### config.mk
export PLATFORM = sky130hd
export DESIGN_NAME = serial_loaded_bank_mapper_core_flat
export DESIGN_NICKNAME = d
export VERILOG_FILES = /design/src/slbm_pkg.sv /design/src/slbm_if.sv /design/src/slbm_cfg.sv /design/src/slbm_state.sv /design/src/slbm_xlate.sv /design/src/serial_loaded_bank_mapper_core.sv /design/src/flat_wrapper.sv
export SDC_FILE = /design/constraint.sdc
export NUM_CORES = 1
export LEC_CHECK = 0
export ABC_CLOCK_PERIOD_IN_PS = 3200
export BUFFER_PORTS_ARGS = -buffer_cell sky130_fd_sc_hd__buf_2
export CAP_MARGIN = 20
export CORE_MARGIN = 4
export CORE_UTILIZATION = 52
export CTS_CLUSTER_SIZE = 40
export DETAILED_ROUTE_END_ITERATION = 6
export GPL_TIMING_DRIVEN = 0
export PLACE_DENSITY = 0.91
export RECOVER_POWER = 50
export SETUP_SLACK_MARGIN = 0.5
export SYNTH_ARGS = -nofsm -noshare
export SYNTH_HDL_FRONTEND = slang
export SYNTH_SLANG_ARGS = --single-unit
### constraint.sdc
create_clock -name clk -period 3.2 [get_ports clk]
set_input_delay 0.16 -clock clk [delete_from_list [all_inputs] [get_ports clk]]
set_output_delay 0.16 -clock clk [all_outputs]
set_load 0.01 [all_outputs]
### src/slbm_pkg.sv
// Shared types and codes for the serial-loaded bank mapper.
package slbm_pkg;

  // Bus access kinds
  localparam logic [1:0] ACT_CPU_RD = 2'd0;
  localparam logic [1:0] ACT_CPU_WR = 2'd1;
  localparam logic [1:0] ACT_PPU_RD = 2'd2;
  localparam logic [1:0] ACT_PPU_WR = 2'd3;

  // Result targets
  localparam logic [2:0] TGT_NONE = 3'd0;
  localparam logic [2:0] TGT_PRG  = 3'd1;
  localparam logic [2:0] TGT_SRAM = 3'd2;
  localparam logic [2:0] TGT_CHR  = 3'd3;
  localparam logic [2:0] TGT_NT   = 3'd4;
  localparam logic [2:0] TGT_REG  = 3'd5;

  // Internal registers loaded by the serial port, picked by address bits 14:13
  localparam logic [1:0] SEL_CONTROL = 2'd0;
  localparam logic [1:0] SEL_CHR0    = 2'd1;
  localparam logic [1:0] SEL_CHR1    = 2'd2;
  localparam logic [1:0] SEL_PRG     = 2'd3;

  // Program banking modes
  localparam logic [1:0] PRG_MODE_FIX_LAST = 2'd3;
  localparam logic [1:0] PRG_MODE_FIX_FIRST = 2'd2;

  // Configuration register indexes
  localparam logic REG_PRG_COUNT = 1'b0;
  localparam logic REG_CHR_COUNT = 1'b1;

  localparam int unsigned COUNT_W = 6;
  localparam int unsigned BANK_W = 5;
  localparam int unsigned MAP_W = 19;
  localparam int unsigned SERIAL_BITS = 5;

  localparam logic [COUNT_W-1:0] PRG_COUNT_RST = 6'd2;
  localparam logic [COUNT_W-1:0] CHR_COUNT_RST = 6'd2;

  typedef struct packed {
    logic [1:0]  action;
    logic [15:0] address;
    logic [7:0]  write_data;
  } item_t;

  typedef struct packed {
    logic [1:0]        arrangement;
    logic [1:0]        program_mode;
    logic              chr_split;
    logic [BANK_W-1:0] chr_bank_first;
    logic [BANK_W-1:0] chr_bank_second;
    logic [BANK_W-1:0] program_bank;
  } map_state_t;

  typedef struct packed {
    logic [COUNT_W-1:0] prg_bank_count;
    logic [COUNT_W-1:0] chr_bank_count;
  } bank_counts_t;

  typedef struct packed {
    logic [2:0]       target;
    logic [MAP_W-1:0] mapped_address;
    logic             bank_out_of_range;
    logic [1:0]       mirroring;
    logic             chr_split_mode;
  } result_t;

endpackage

### src/slbm_if.sv
// Valid/ready channel interfaces for bus accesses and translation results.
interface slbm_req_if;
  logic        valid;
  logic        ready;
  logic [1:0]  action;
  logic [15:0] address;
  logic [7:0]  write_data;

  modport source (output valid, action, address, write_data, input ready);
  modport sink (input valid, action, address, write_data, output ready);
endinterface

interface slbm_rsp_if;
  logic        valid;
  logic        ready;
  logic [2:0]  target;
  logic [18:0] mapped_address;
  logic        bank_out_of_range;
  logic [1:0]  mirroring;
  logic        chr_split_mode;

  modport source (output valid, target, mapped_address, bank_out_of_range, mirroring,
                  chr_split_mode, input ready);
  modport sink (input valid, target, mapped_address, bank_out_of_range, mirroring,
                chr_split_mode, output ready);
endinterface

### src/slbm_cfg.sv
// APB-style configuration registers holding the bank counts.
module slbm_cfg (
  input  logic                clk,
  input  logic                rst,
  input  logic                psel,
  input  logic                penable,
  input  logic                pwrite,
  input  logic [2:0]          paddr,
  input  logic [31:0]         pwdata,
  output logic [31:0]         prdata,
  output logic                pready,
  output slbm_pkg::bank_counts_t counts
);

  logic wr_en;
  logic reg_idx;

  assign pready  = 1'b1;
  assign reg_idx = paddr[2];
  assign wr_en   = psel & penable & pwrite & pready;

  always_ff @(posedge clk) begin
    if (rst) begin
      counts.prg_bank_count <= slbm_pkg::PRG_COUNT_RST;
      counts.chr_bank_count <= slbm_pkg::CHR_COUNT_RST;
    end else if (wr_en) begin
      if (reg_idx == slbm_pkg::REG_PRG_COUNT) begin
        counts.prg_bank_count <= pwdata[slbm_pkg::COUNT_W-1:0];
      end else begin
        counts.chr_bank_count <= pwdata[slbm_pkg::COUNT_W-1:0];
      end
    end
  end

  always_comb begin
    if (reg_idx == slbm_pkg::REG_PRG_COUNT) begin
      prdata = {{(32-slbm_pkg::COUNT_W){1'b0}}, counts.prg_bank_count};
    end else begin
      prdata = {{(32-slbm_pkg::COUNT_W){1'b0}}, counts.chr_bank_count};
    end
  end

endmodule

### src/slbm_state.sv
// Serial load shifter and the banking registers it updates.
module slbm_state (
  input  logic                    clk,
  input  logic                    rst,
  input  logic                    fire,
  input  slbm_pkg::item_t         item,
  output slbm_pkg::map_state_t    state,
  output slbm_pkg::map_state_t    state_next
);

  logic [slbm_pkg::SERIAL_BITS-1:0] serial_value;
  logic [slbm_pkg::SERIAL_BITS-1:0] serial_value_next;
  logic [2:0]                       serial_count;
  logic [2:0]                       serial_count_next;
  logic [slbm_pkg::SERIAL_BITS-1:0] shifted;
  logic [2:0]                       count_inc;
  logic                             reg_write;

  // Only CPU writes at 0x8000 and up reach the serial port
  assign reg_write = fire && (item.action == slbm_pkg::ACT_CPU_WR) && item.address[15];
  assign shifted   = serial_value |
                     (slbm_pkg::SERIAL_BITS'(item.write_data[0]) << serial_count);
  assign count_inc = serial_count + 3'd1;

  always_comb begin
    state_next        = state;
    serial_value_next = serial_value;
    serial_count_next = serial_count;
    if (reg_write) begin
      if (item.write_data[7]) begin
        serial_value_next       = '0;
        serial_count_next       = '0;
        state_next.program_mode = slbm_pkg::PRG_MODE_FIX_LAST;
      end else if (count_inc == 3'(slbm_pkg::SERIAL_BITS)) begin
        serial_value_next = '0;
        serial_count_next = '0;
        case (item.address[14:13])
          slbm_pkg::SEL_CONTROL: begin
            state_next.arrangement  = shifted[1:0];
            state_next.program_mode = shifted[3:2];
            state_next.chr_split    = shifted[4];
          end
          slbm_pkg::SEL_CHR0: state_next.chr_bank_first = shifted;
          slbm_pkg::SEL_CHR1: state_next.chr_bank_second = shifted;
          default: state_next.program_bank = shifted;
        endcase
      end else begin
        serial_value_next = shifted;
        serial_count_next = count_inc;
      end
    end
  end

  always_ff @(posedge clk) begin
    if (rst) begin
      serial_value          <= '0;
      serial_count          <= '0;
      state.arrangement     <= 2'd0;
      state.program_mode    <= slbm_pkg::PRG_MODE_FIX_LAST;
      state.chr_split       <= 1'b0;
      state.chr_bank_first  <= '0;
      state.chr_bank_second <= slbm_pkg::BANK_W'(1);
      state.program_bank    <= '0;
    end else begin
      serial_value <= serial_value_next;
      serial_count <= serial_count_next;
      state        <= state_next;
    end
  end

`ifndef SYNTHESIS
  a_count_bound: assert property (@(posedge clk) disable iff (rst)
    serial_count < 3'(slbm_pkg::SERIAL_BITS))
    else $error("serial count past load point");
  a_reset_write: assert property (@(posedge clk) disable iff (rst)
    reg_write && item.write_data[7] |=>
      serial_count == 3'd0 && state.program_mode == slbm_pkg::PRG_MODE_FIX_LAST)
    else $error("reset write did not clear shifter");
  a_value_clear: assert property (@(posedge clk) disable iff (rst)
    serial_count == 3'd0 |-> serial_value == '0)
    else $error("stale shifter bits with empty count");
`endif

endmodule

### src/slbm_xlate.sv
// Address translation of one bus access; banks from the current state, mirroring from the next.
module slbm_xlate (
  input  slbm_pkg::item_t         item,
  input  slbm_pkg::map_state_t    state,
  input  slbm_pkg::map_state_t    state_next,
  input  slbm_pkg::bank_counts_t  counts,
  output slbm_pkg::result_t       result
);

  logic                           prg_upper;
  logic [slbm_pkg::COUNT_W-1:0]   prg_bank;
  logic [slbm_pkg::COUNT_W-1:0]   fixed_last;
  logic                           chr_upper;
  logic [slbm_pkg::BANK_W-1:0]    chr_bank;

  assign prg_upper  = item.address[14];
  assign chr_upper  = item.address[12];
  assign fixed_last = (counts.prg_bank_count == '0) ? '0 : counts.prg_bank_count - 6'd1;

  always_comb begin
    case (state.program_mode)
      slbm_pkg::PRG_MODE_FIX_LAST:
        prg_bank = prg_upper ? fixed_last : {1'b0, state.program_bank};
      slbm_pkg::PRG_MODE_FIX_FIRST:
        prg_bank = prg_upper ? {1'b0, state.program_bank} : '0;
      default:
        prg_bank = {1'b0, state.program_bank[4:1], prg_upper};
    endcase
  end

  always_comb begin
    if (state.chr_split) begin
      chr_bank = chr_upper ? state.chr_bank_second : state.chr_bank_first;
    end else begin
      chr_bank = {state.chr_bank_first[4:1], chr_upper};
    end
  end

  always_comb begin
    result.target            = slbm_pkg::TGT_NONE;
    result.mapped_address    = '0;
    result.bank_out_of_range = 1'b0;
    result.mirroring         = state_next.arrangement;
    result.chr_split_mode    = state_next.chr_split;
    if (!item.action[1]) begin
      if (item.address[15]) begin
        if (item.action == slbm_pkg::ACT_CPU_WR) begin
          result.target         = slbm_pkg::TGT_REG;
          result.mapped_address = slbm_pkg::MAP_W'(item.address[14:13]);
        end else begin
          result.target            = slbm_pkg::TGT_PRG;
          result.mapped_address    = {prg_bank[4:0], item.address[13:0]};
          result.bank_out_of_range = prg_bank >= counts.prg_bank_count;
        end
      end else if (item.address[14:13] == 2'b11) begin
        result.target         = slbm_pkg::TGT_SRAM;
        result.mapped_address = slbm_pkg::MAP_W'(item.address[12:0]);
      end
    end else if (item.address[13]) begin
      result.target         = slbm_pkg::TGT_NT;
      result.mapped_address = slbm_pkg::MAP_W'(item.address[11:0]);
    end else begin
      result.target            = slbm_pkg::TGT_CHR;
      result.mapped_address    = slbm_pkg::MAP_W'({chr_bank, item.address[11:0]});
      result.bank_out_of_range = {1'b0, chr_bank} >= counts.chr_bank_count;
    end
  end

endmodule

### src/serial_loaded_bank_mapper_core.sv
// Top level of the serial-loaded bank mapper: access pipeline and config port.
// Each access is held in the input register, then in the result register that drives rsp.
// Throughput: one access per cycle, limited only by rsp back-pressure.
// The bank state and serial shifter update in the cycle an access leaves the
// input register, so each access sees the state left by the one before it.
// Reset (rst, synchronous): pipeline empty, bank state and counts to defaults.
module serial_loaded_bank_mapper_core (
  input  logic        clk,
  input  logic        rst,
  slbm_req_if.sink    req,
  slbm_rsp_if.source  rsp,
  input  logic        psel,
  input  logic        penable,
  input  logic        pwrite,
  input  logic [2:0]  paddr,
  input  logic [31:0] pwdata,
  output logic [31:0] prdata,
  output logic        pready
);

  slbm_pkg::bank_counts_t counts;
  slbm_pkg::map_state_t   state;
  slbm_pkg::map_state_t   state_next;
  slbm_pkg::item_t        s1_item;
  slbm_pkg::result_t      result_next;
  slbm_pkg::result_t      result;
  logic                   s1_valid;
  logic                   out_valid;
  logic                   s1_adv;

  slbm_cfg u_cfg (
    .clk     (clk),
    .rst     (rst),
    .psel    (psel),
    .penable (penable),
    .pwrite  (pwrite),
    .paddr   (paddr),
    .pwdata  (pwdata),
    .prdata  (prdata),
    .pready  (pready),
    .counts  (counts)
  );

  // Input stage moves on whenever the result register is free or drains now.
  assign s1_adv    = s1_valid && (!out_valid || rsp.ready);
  assign req.ready = !s1_valid || s1_adv;

  always_ff @(posedge clk) begin
    if (rst) begin
      s1_valid <= 1'b0;
    end else if (req.ready) begin
      s1_valid <= req.valid;
    end
  end

  // Payload register, no reset needed
  always_ff @(posedge clk) begin
    if (req.ready && req.valid) begin
      s1_item.action     <= req.action;
      s1_item.address    <= req.address;
      s1_item.write_data <= req.write_data;
    end
  end

  // State commits only when the access actually moves into the result register
  slbm_state u_state (
    .clk        (clk),
    .rst        (rst),
    .fire       (s1_adv),
    .item       (s1_item),
    .state      (state),
    .state_next (state_next)
  );

  slbm_xlate u_xlate (
    .item       (s1_item),
    .state      (state),
    .state_next (state_next),
    .counts     (counts),
    .result     (result_next)
  );

  always_ff @(posedge clk) begin
    if (rst) begin
      out_valid <= 1'b0;
    end else if (s1_adv) begin
      out_valid <= 1'b1;
    end else if (rsp.ready) begin
      out_valid <= 1'b0;
    end
  end

  always_ff @(posedge clk) begin
    if (s1_adv) begin
      result <= result_next;
    end
  end

  assign rsp.valid             = out_valid;
  assign rsp.target            = result.target;
  assign rsp.mapped_address    = result.mapped_address;
  assign rsp.bank_out_of_range = result.bank_out_of_range;
  assign rsp.mirroring         = result.mirroring;
  assign rsp.chr_split_mode    = result.chr_split_mode;

`ifndef SYNTHESIS
  a_s1_hold: assert property (@(posedge clk) disable iff (rst)
    s1_valid && !s1_adv |=> s1_valid && $stable(s1_item))
    else $error("stalled input stage lost its access");
  a_none_zero: assert property (@(posedge clk) disable iff (rst)
    out_valid && rsp.target == slbm_pkg::TGT_NONE |->
      rsp.mapped_address == '0 && !rsp.bank_out_of_range)
    else $error("ignored access carries an address");
  a_flag_banked: assert property (@(posedge clk) disable iff (rst)
    out_valid && rsp.bank_out_of_range |->
      rsp.target == slbm_pkg::TGT_PRG || rsp.target == slbm_pkg::TGT_CHR)
    else $error("range flag on unbanked target");
  a_state_idle: assert property (@(posedge clk) disable iff (rst)
    !s1_adv |=> $stable(state))
    else $error("bank state changed without an access");
`endif

endmodule

### src/flat_wrapper.sv
// flat-port wrapper written by rule: the top's interface ports become plain ports
module serial_loaded_bank_mapper_core_flat 
  (clk, rst, psel, penable, pwrite, paddr, pwdata, prdata, pready, req_valid, req_action, req_address, req_write_data, req_ready, rsp_valid, rsp_target, rsp_mapped_address, rsp_bank_out_of_range, rsp_mirroring, rsp_chr_split_mode, rsp_ready);
  slbm_req_if req_i ();
  slbm_rsp_if rsp_i ();
  input  logic clk;
  input  logic rst;
  input  logic psel;
  input  logic penable;
  input  logic pwrite;
  input  logic [2:0] paddr;
  input  logic [31:0] pwdata;
  output logic [31:0] prdata;
  output logic pready;
  input wire logic [$bits(req_i.valid)-1:0] req_valid;
  input wire logic [$bits(req_i.action)-1:0] req_action;
  input wire logic [$bits(req_i.address)-1:0] req_address;
  input wire logic [$bits(req_i.write_data)-1:0] req_write_data;
  output wire logic [$bits(req_i.ready)-1:0] req_ready;
  output wire logic [$bits(rsp_i.valid)-1:0] rsp_valid;
  output wire logic [$bits(rsp_i.target)-1:0] rsp_target;
  output wire logic [$bits(rsp_i.mapped_address)-1:0] rsp_mapped_address;
  output wire logic [$bits(rsp_i.bank_out_of_range)-1:0] rsp_bank_out_of_range;
  output wire logic [$bits(rsp_i.mirroring)-1:0] rsp_mirroring;
  output wire logic [$bits(rsp_i.chr_split_mode)-1:0] rsp_chr_split_mode;
  input wire logic [$bits(rsp_i.ready)-1:0] rsp_ready;
  assign req_i.valid = req_valid;
  assign req_i.action = req_action;
  assign req_i.address = req_address;
  assign req_i.write_data = req_write_data;
  assign req_ready = req_i.ready;
  assign rsp_valid = rsp_i.valid;
  assign rsp_target = rsp_i.target;
  assign rsp_mapped_address = rsp_i.mapped_address;
  assign rsp_bank_out_of_range = rsp_i.bank_out_of_range;
  assign rsp_mirroring = rsp_i.mirroring;
  assign rsp_chr_split_mode = rsp_i.chr_split_mode;
  assign rsp_i.ready = rsp_ready;
  serial_loaded_bank_mapper_core u_core (.clk(clk), .rst(rst), .req(req_i), .rsp(rsp_i), .psel(psel), .penable(penable), .pwrite(pwrite), .paddr(paddr), .pwdata(pwdata), .prdata(prdata), .pready(pready));
endmodule
* Word level (Yosys, flattened, before mapping) *
Cells that the tools add are included.

storage, ports and cells
  register bits after elaboration = 94
  logic and storage cells = 88
  input port bits = 68
  output and inout bits = 61

cells by class
  equality and inequality tests = 7
  shifts and indexed selects = 1
  bitwise logic cells = 6
  add/sub/neg operators = 2
  multiplexer cells = 30
  order comparisons = 2
  reduce and logical (&&, ||, !) cells = 20

operators by type and width
  cell                 count
  $mux 22              3
  $mux 5               9
  $mux 20              2
  $mux 23              1
  $mux 21              1
  $mux 6               3
  $mux 16              1
  $pmux 6 s2           1
  $reduce_and 4->1     3
  $eq 2x2->1 const B   4
  $ge 5x6->1           1
  $ge 6x6->1           1
  $logic_not 6->1      1
  $mux 3               2
  $reduce_bool 2->1    3
  $sub 6x1->6 const B  1
  $mux 1               5
  $or 5x5->5           1
  $shl 1x3->5          1
  $eq 2x1->1 const B   2
  $logic_and 1x1->1    4
  $mux 2               2
  $reduce_and 2->1     2
  $add 3x1->3 const B  1
  other kinds (8)      13

* Depth between registers and ports, before layout *
Gate-level depths: netlist (run 1).

  depth after elaboration = 8
  gate-level depth with buffers = 11
  depth with buffers taken out = 11

* Cells and area by module *
Synthesis (run 1) repeated with hierarchy kept, for this count alone.

unflattened totals
  cells, all modules = 438
  area total of the unflattened synthesis = 4689.5 µm²

modules (own cells, without submodules)
  module                          cells each  area an instance (µm²)  times used
  serial_loaded_bank_mapper_core  62          1665.3                  1
  slbm_state                      171         1348.8                  1
  slbm_xlate                      121         853.3                   1
  slbm_cfg                        84          822.0                   1

* Worst setup path after synthesis (run 1) *
OpenSTA, ideal clock, no wires.

  path type = register -> register
  start = register u_core.u_cfg.counts[8] (netlist name)
  end = register u_core.result (netlist bit u_core.rsp.bank_out_of_range), data pin
  arrival = 2.001 ns
  cell stages (with the launch flop) = 10
  data required time = 2.936 ns
  path slack = 0.935 ns
  period minus slack after synthesis = 2.265 ns
  cell sequence = dfxtp_1 > clkbuf_1 > or4_1 > a221oi_1 > o21ai_0 > nand2_1 > ha_1 > o21a_1 > o2111ai_1 > nand3_1

RTL lines
  item                  RTL line                              text
  to (signal assigned)  serial_loaded_bank_mapper_core.sv:95  result <= result_next;
  to (decl)             serial_loaded_bank_mapper_core.sv:26  slbm_pkg::result_t result;

==> impl_metrics.py, run 1 <==
metrics = {
    "detailed_routing": {
        "drc": 0,
        "dr.pass1.iters": 5,
        "via_per_inst": 5.47,
        "finalWirelength_microns": 10500,
        "drt_iter0_markers": 311,
        "ant_nets": 0,
        "avgRoutedWirePerCell_microns": 16.5,
        "vias": 3466,
    },
    "floorplanning": {
        "chipHeight_microns": 98.4,
        "core_sq_um": 7850,
        "die_area_sq_um": 9690,
        "num_io_pins": 129,
        "die_w_microns": 98.4,
        "fp-row-count": 32,
        "start_util": 0.542,
    },
    "global_routing": {
        "grt_start_max_net_pins": 24,
        "grt_overflow": 0,
        "grt_pass1_vias": 3354,
        "grt_usage": 0.215,
        "grt_pass1_wl_microns": 16300,
        "antenna_found_initial": 2,
    },
    "power_and_ir_drop": {
        "power.share.clock": 0.367,
        "total_power_mw": 2.32,
        "seq_power_share": 0.537,
        "pwr-share-comb": 0.096,
        "max-vdd-ir-drop_uv": 238,
        "p_per_area_nw_per_um2": 448,
        "p_int_mw": 1.71,
        "p_switching_uw": 614,
        "p_leak_nw": 2.23,
        "swShare": 0.264,
    },
    "run_status": {
        "status": "complete, no violations",
    },
    "final_layout": {
        "nets": 608,
        "drive_gt1_frac": 0.175,
        "area_delta_synth_final_pct": 22.0,
        "fill_cells": 563,
    },
    "sta": {
        "rsz0062_at_grt": "false",
        "setup-tns-final_ps": 0,
        "holdWs_ps": 17.2,
        "setup_viol": 0,
        "relSlewSlack": 0.265,
        "worst_pin_slew_ps": 1100,
        "maxSlewViolCount": 0,
        "finalHoldViolCount": 0,
        "fmax_ghz": 0.378,
        "finalCritPeriodShare": 0.826,
        "fin_skew_ps": 20.2,
        "layout_min_cycle_time_ps": 2640,
    },
    "setup_path": {
        "crit_required_ps": 3310,
        "path_class": "register to register",
        "cp-end-kind": "register",
        "crit_arrival_ps": 2760,
        "rrSetupSlack_ps": 560,
        "startpoint_type": "register",
        "path_max_fanout": 6,
    },
    "placed_design": {
        "io_buffers": 66,
        "hpwl_microns": 6810,
        "gp_congestion": 0.900,
    },
    "logic_synthesis": {
        "synth_edf_count": 46,
        "syn_area_sq_um": 4250,
        "yosysTopAreaCell": "edfxtp_1",
        "synthCells": 402,
        "synthFlopType": "edfxtp_1",
        "synth_warnings": 0,
        "synthDistinctLibCells": 57,
        "ys_seq_area_frac": 0.523,
        "synth_top_area_share": 0.325,
        "syn_area_per_cell_sq_um": 10.6,
        "synth_area_leaders": "edfxtp_1 32%, dfxtp_1 20%, mux2i_1 5.9%",
        "ys_seq_elements": 88,
        "synth_async_sr_flop_share": 0,
    },
    "clocking": {
        "cts_buffers": 9,
        "ctsLongestPathBuffers": 2,
        "cts.sinks": 88,
        "htree_levels": 3,
        "cts.clk_slew.worst_paths_ps": 100,
        "insertion_delay_ps": 380,
        "cts_setup_buffers": 0,
        "cts_tree": "yes",
        "cts_root_buffer": "clkbuf_8",
    },
    "hold_path": {
        "hp-class": "input pin to register",
    },
    "run": {
        "max_cap_violations": 0,
    },
}
-- flip-flops by register name, summed over array words and instances (netlist names) --
register,count
u_core.s1_valid,1
u_core.rsp.valid,1
u_core.rsp.mapped_address,19
u_core.u_state.serial_count,3
u_core.rsp.mirroring,2
u_core.u_state.serial_value,5
u_core.s1_item,20
u_core.rsp.chr_split_mode,1
u_core.u_cfg.counts,12
u_core.rsp.bank_out_of_range,1
u_core.u_state.state,20
u_core.rsp.target,3
-- area by class of cell --
cell class	instances	area, sq um	share of cell area
multi-input cells	283	1810	0.348
diodes	2	5.00	0.000965
repair buffers	87	489	0.0943
clock inverters	7	95.1	0.0183
clock buffers	9	124	0.0239
inverters	16	60.1	0.0116
well taps	102	128	0.0246
plain buffers	40	256	0.0495
flip-flops and latches	88	2220	0.428
-- timing repair --
| item | in CTS | in global routing |
|---|---|---|
| setup endpoints to repair | 0 | 1 |
| hold buffers | 20 | 0 |
| resized for setup | 0 | 5 |
| hold endpoints to repair | 20 | 0 |
-- critical path, stage by stage, from the launching register on --
cell,delay (ps)
dfxtp_1,460
inv_1,140
ha_1,230
nor2b_1,160
a221oi_1,370
o21ai_1,150
nand2_1,120
ha_1,230
o21a_1,190
o2111ai_1,220
nand3_1,110
-- placed cells by master, fill, tap and decap left out, types with 4 or more instances in the layout --
| master | Yosys | layout |
|---|---|---|
| a21o_1 | 5 | 5 |
| buf_4 | 28 | 28 |
| mux2_2 | 4 | 4 |
| or2_2 | 5 | 5 |
| dlygate4sd3_1 | 0 | 20 |
| mux2i_1 | 25 | 25 |
| nor2b_1 | 16 | 16 |
| inv_1 | 15 | 15 |
| ha_1 | 15 | 15 |
| a31oi_1 | 5 | 5 |
| conb_1 | 2 | 27 |
| o21ai_1 | 6 | 7 |
| nor2_1 | 25 | 25 |
| clkbuf_8 | 0 | 9 |
| edfxtp_1 | 46 | 46 |
| buf_2 | 0 | 30 |
| nand3_1 | 5 | 5 |
| dfxtp_1 | 42 | 42 |
| clkbuf_1 | 10 | 48 |
| nand2_1 | 50 | 50 |
| a21oi_1 | 18 | 18 |
| nand2b_1 | 5 | 5 |
| o21ai_0 | 16 | 15 |
| a211oi_1 | 5 | 5 |
-- worst paths after layout --
check | startpoint | to | depth (start not counted)
worst max-delay path | u_core.u_cfg.counts[6] | u_core.rsp.bank_out_of_range | 10
worst min register to register | u_core.u_state.state[12] | u_core.u_state.state[12] | 2
worst min-delay path | req_valid | u_core.s1_valid | 3
worst max register to register | u_core.u_cfg.counts[6] | u_core.rsp.bank_out_of_range | 10
-- power by group through the flow --
stage	Sequential (mW)	Combinational [mW]	Clock, mW
CTS	1.24	0.223	0.825
global route	1.25	0.244	0.895
global placement	1.27	0.193	0
detailed placement	1.27	0.202	0
finish	1.25	0.223	0.853
floorplan	1.28	0.128	0
-- logic make-up after synthesis --
family / Yosys count / synth area share
muxes: 29 / 0.0695
and+or+nand+nor: 136 / 0.172
buffers and inverters: 56 / 0.0759
xor gates and xnor gates: 3 / 0.00618
DFF: 88 / 0.523
adders and majority gates: 15 / 0.0441
AOI/OAI and AO/OA: 73 / 0.107
other: 2 / 0.00177
-- layer usage --
layer,GRT usage,share of wire,vias up
met5,0,0,-
met4,0.112,0.039,0
met3,0.0418,0.085,41
met2,0.385,0.51,188
met1,0.240,0.37,1619
li1,-,-,1618
-- Yosys cell counts, types with 4 or more instances --
| cell type | instances |
|---|---|
| clkbuf_1 | 10 |
| edfxtp_1 | 46 |
| dfxtp_1 | 42 |
| a211oi_1 | 5 |
| or2_2 | 5 |
| nor2b_1 | 16 |
| mux2i_1 | 25 |
| nand3_1 | 5 |
| o21ai_1 | 6 |
| inv_1 | 15 |
| mux2_2 | 4 |
| nor2_1 | 25 |
| ha_1 | 15 |
| buf_4 | 28 |
| a21o_1 | 5 |
| nand2b_1 | 5 |
| o21ai_0 | 16 |
| a31oi_1 | 5 |
| nand2_1 | 50 |
| a21oi_1 | 18 |
-- per-stage QoR --
| step | area (sq um) | setup slack (ps) | util | cells |
|---|---|---|---|---|
| 6_report | 5190 | 557 | 0.661 | 634 |
| 5_1_grt | 5190 | 460 | 0.661 | 634 |
| 4_1_cts | 5240 | 582 | 0.668 | 632 |
| 3_5_place_dp | 4820 | 671 | 0.614 | 596 |
| 3_3_place_gp | 4800 | 675 | 0.612 | 595 |
| 2_1_floorplan | 4350 | 935 | - | 427 |
Power figures use the tool's default switching activity.
==> run 2, diff against run 1 <==
--- a/config.mk
+++ b/config.mk
@@ -5,7 +5,8 @@
 export SDC_FILE = /design/constraint.sdc
 export NUM_CORES = 1
 export LEC_CHECK = 0
-export ABC_CLOCK_PERIOD_IN_PS = 3200
+export ABC_AREA = 1
+export ABC_CLOCK_PERIOD_IN_PS = 2600
 export BUFFER_PORTS_ARGS = -buffer_cell sky130_fd_sc_hd__buf_2
 export CAP_MARGIN = 20
 export CORE_MARGIN = 4
@@ -13,7 +14,7 @@
 export CTS_CLUSTER_SIZE = 40
 export DETAILED_ROUTE_END_ITERATION = 6
 export GPL_TIMING_DRIVEN = 0
-export PLACE_DENSITY = 0.91
+export PLACE_DENSITY = 0.9
 export RECOVER_POWER = 50
 export SETUP_SLACK_MARGIN = 0.5
 export SYNTH_ARGS = -nofsm -noshare
==> constraint.sdc (replaced) <==
create_clock -name clk -period 2.6 [get_ports clk]
set_input_delay 0.13 -clock clk [delete_from_list [all_inputs] [get_ports clk]]
set_output_delay 0.13 -clock clk [all_outputs]
set_load 0.01 [all_outputs]
==> run 2 against run 1 <==
Compared with the run above: setup slack worse by 190 ps; routed wire length increased by 12%; critical path type unchanged; largest cell class unchanged; power grew 20%; count of clock-buffer cells in the layout stayed put; first-iteration DRC count increased by 33%; critical path depth fell by 1; highest routed layer unchanged.
==> impl_metrics.py, run 2 <==
metrics = {
    "power_and_ir_drop": {
        "max-vdd-ir-drop_uv": 269,
        "power.share.clock": 0.320,
        "p_switching_uw": 763,
        "p_per_area_nw_per_um2": 513,
        "swShare": 0.274,
        "p_leak_nw": 2.48,
        "seq_power_share": 0.556,
        "p_int_mw": 2.02,
        "pwr-share-comb": 0.124,
    },
    "floorplanning": {
        "num_io_pins": 129,
        "chipHeight_microns": 99.0,
        "fp-row-count": 32,
        "die_w_microns": 99.0,
        "core_sq_um": 7890,
        "start_util": 0.546,
        "die_area_sq_um": 9810,
    },
    "placed_design": {
        "place_area_sq_um": 4880,
        "io_buffers": 67,
        "hpwl_microns": 7290,
        "gp_congestion": 0.921,
    },
    "setup_path": {
        "cp-end-kind": "register",
        "rrSetupSlack_ps": 370,
        "path_class": "register to register",
        "crit_required_ps": 2710,
        "startpoint": "u_core.s1_item[20]",
        "startpoint_type": "register",
        "path_cells": "nand2_2, mux2_2, ha_1, inv_1, nor2_1, a21oi_1, nand3_1, nand3_1, nand2_1",
        "crit_end": "u_core.rsp.bank_out_of_range",
        "path_max_fanout": 6,
        "cpPeakStageDelay_ps": 500,
        "cpMostUsedCell": "nand3_1",
        "crit_arrival_ps": 2340,
        "reg2reg_depth": 9,
        "cpMaxStageDelayCell": "edfxtp_1",
        "r2r-end": "u_core.rsp.bank_out_of_range",
        "rr_startpoint": "u_core.s1_item[20]",
    },
    "sta": {
        "setup-tns-final_ps": 0,
        "finalHoldViolCount": 0,
        "relSlewSlack": 0.439,
        "worst_pin_slew_ps": 841,
        "fin_skew_ps": 23.3,
        "layout_min_cycle_time_ps": 2230,
        "finalCritPeriodShare": 0.857,
        "maxSlewViolCount": 0,
        "fmax_ghz": 0.449,
        "setup_viol": 0,
        "rsz0062_at_grt": "true",
    },
    "clocking": {
        "cts_buffers": 9,
        "insertion_delay_ps": 370,
        "cts_tree": "yes",
        "htree_levels": 3,
        "cts.sinks": 88,
        "cts_root_buffer": "clkbuf_8",
        "ctsLongestPathBuffers": 2,
        "cts.clk_slew.worst_paths_ps": 90,
    },
    "final_layout": {
        "nets": 715,
        "fill_cells": 531,
        "final_cell_mix": "96 x nand2_1, 68 x nor2_1, 60 x inv_1",
        "final_common_cell": "nand2_1",
        "diodes": 0,
        "area_delta_synth_final_pct": 25.6,
        "fin_area_sq_um": 5410,
        "drive_gt1_frac": 0.203,
    },
    "detailed_routing": {
        "drt_iter0_markers": 413,
        "via_per_inst": 5.39,
        "drc": 0,
        "vias": 3981,
        "finalWirelength_microns": 11700,
        "dr.pass1.iters": 6,
        "ant_nets": 0,
        "avgRoutedWirePerCell_microns": 15.8,
    },
    "logic_synthesis": {
        "ys_seq_area_frac": 0.516,
        "synthCells": 498,
        "synth_async_sr_flop_share": 0,
        "syn_area_sq_um": 4310,
        "synth_area_leaders": "edfxtp_1 32%, dfxtp_1 20%, nand2_1 8.5%",
        "synth_warnings": 0,
        "synthDistinctLibCells": 36,
        "ys_seq_elements": 88,
        "synth_top_area_share": 0.320,
        "synthFlopType": "edfxtp_1",
        "synth_common_cells": "98 x nand2_1, 72 x nor2_1, 64 x inv_1, 46 x edfxtp_1, 42 x dfxtp_1",
        "syn_area_per_cell_sq_um": 8.66,
        "synth_edf_count": 46,
        "yosysTopAreaCell": "edfxtp_1",
        "synth_most_common_cell": "nand2_1",
    },
    "run": {
        "max_cap_violations": 0,
    },
    "global_routing": {
        "grt_usage": 0.228,
        "grt_pass1_vias": 3908,
        "antenna_found_initial": 0,
        "grt_pass1_wl_microns": 18000,
        "grt_start_max_net_pins": 21,
        "grt_overflow": 0,
    },
    "run_status": {
        "status": "complete, no violations",
    },
    "hold_path": {
        "hp-class": "input pin to register",
    },
}
## run 2: cell types whose count changed after synthesis, moves of 6 or more
cell / delta
mux2i_1: -25
nand3_1: +15
inv_1: +49
nand2_1: +48
clkbuf_1: -7
nor2b_1: -16
o21ai_1: -6
a21oi_1: +12
nor2_1: +47
o21ai_0: +19
## run 2: worst min-delay path by stage
stage / cells past startpoint / endpoint / start
2_1_floorplan: 0 / u_core.s1_item[0] / req_write_data[0]
3_3_place_gp: 1 / u_core.s1_item[12] / req_address[4]
3_5_place_dp: 1 / u_core.s1_item[12] / req_address[4]
4_1_cts: 3 / u_core.u_cfg.counts[5] / pwdata[5]
5_1_grt: 3 / u_core.u_cfg.counts[0] / pwdata[0]
6_report: 3 / u_core.u_cfg.counts[5] / pwdata[5]
## run 2: logic make-up (layout without fill, tap and decap cells)
logic type | Yosys count | after routing | synth area share
and+or+nand+nor | 213 | 213 | 0.224
buffers and inverters | 101 | 215 | 0.112
DFF | 88 | 88 | 0.516
AOI/OAI and AO/OA | 74 | 74 | 0.0906
adders and majority gates | 15 | 15 | 0.0435
muxes | 3 | 3 | 0.00784
other | 2 | 27 | 0.00174
xor gates and xnor gates | 2 | 2 | 0.00406
## run 2: layout make-up
class                   count  area, sq um  area share
flip-flops and latches     88         2230       0.411
multi-input cells         334         1810       0.334
repair buffers             98          576       0.106
inverters                  68          255      0.0472
plain buffers              33          235      0.0435
well taps                 102          128      0.0236
clock buffers               9          124      0.0229
clock inverters             7         58.8      0.0109
## run 2: timing repair
item | CTS | global route
pin swaps | 3 | 5
endpoints found under the hold margin | 21 | 0
hold buffers | 21 | 0
resized for setup | 19 | 19
setup endpoints to repair | 1 | 8
buffers inserted | 5 | 4
## run 2: metal layers
metal / track usage / vias up / part of all wire
li1: - / 1826 / -
met1: 0.260 / 1806 / 0.36
met2: 0.405 / 300 / 0.50
met3: 0.0290 / 49 / 0.095
met4: 0.136 / 0 / 0.040
met5: 0 / - / 0
## run 2: power groups by stage
stage	logic, mW	registers [mW]	clock network (mW)
finish	0.344	1.54	0.890
global route	0.375	1.55	0.954
CTS	0.315	1.54	0.883
detailed placement	0.277	1.57	0
global placement	0.262	1.57	0
floorplan	0.174	1.58	0
## run 2: metrics by stage
| stage | hold WS [ps] | total power, mW | cells | util | setup slack (ps) |
|---|---|---|---|---|---|
| 2_1_floorplan | 229 | 1.75 | 523 | - | 546 |
| 3_3_place_gp | 308 | 1.83 | 692 | 0.617 | 160 |
| 3_5_place_dp | 309 | 1.85 | 693 | 0.619 | 291 |
| 4_1_cts | 17.6 | 2.74 | 735 | 0.680 | 507 |
| 5_1_grt | 48.4 | 2.88 | 739 | 0.686 | 302 |
| 6_report | 25.0 | 2.78 | 739 | 0.686 | 371 |
## run 2: worst max-delay path, delay by kind of cell (launching register included)
family | cells | cell delay (ps)
simple gates | 5 | 560
compound gates | 1 | 160
flops | 1 | 500
fa+ha+maj | 1 | 310
buf+inv | 1 | 60
mux | 1 | 400
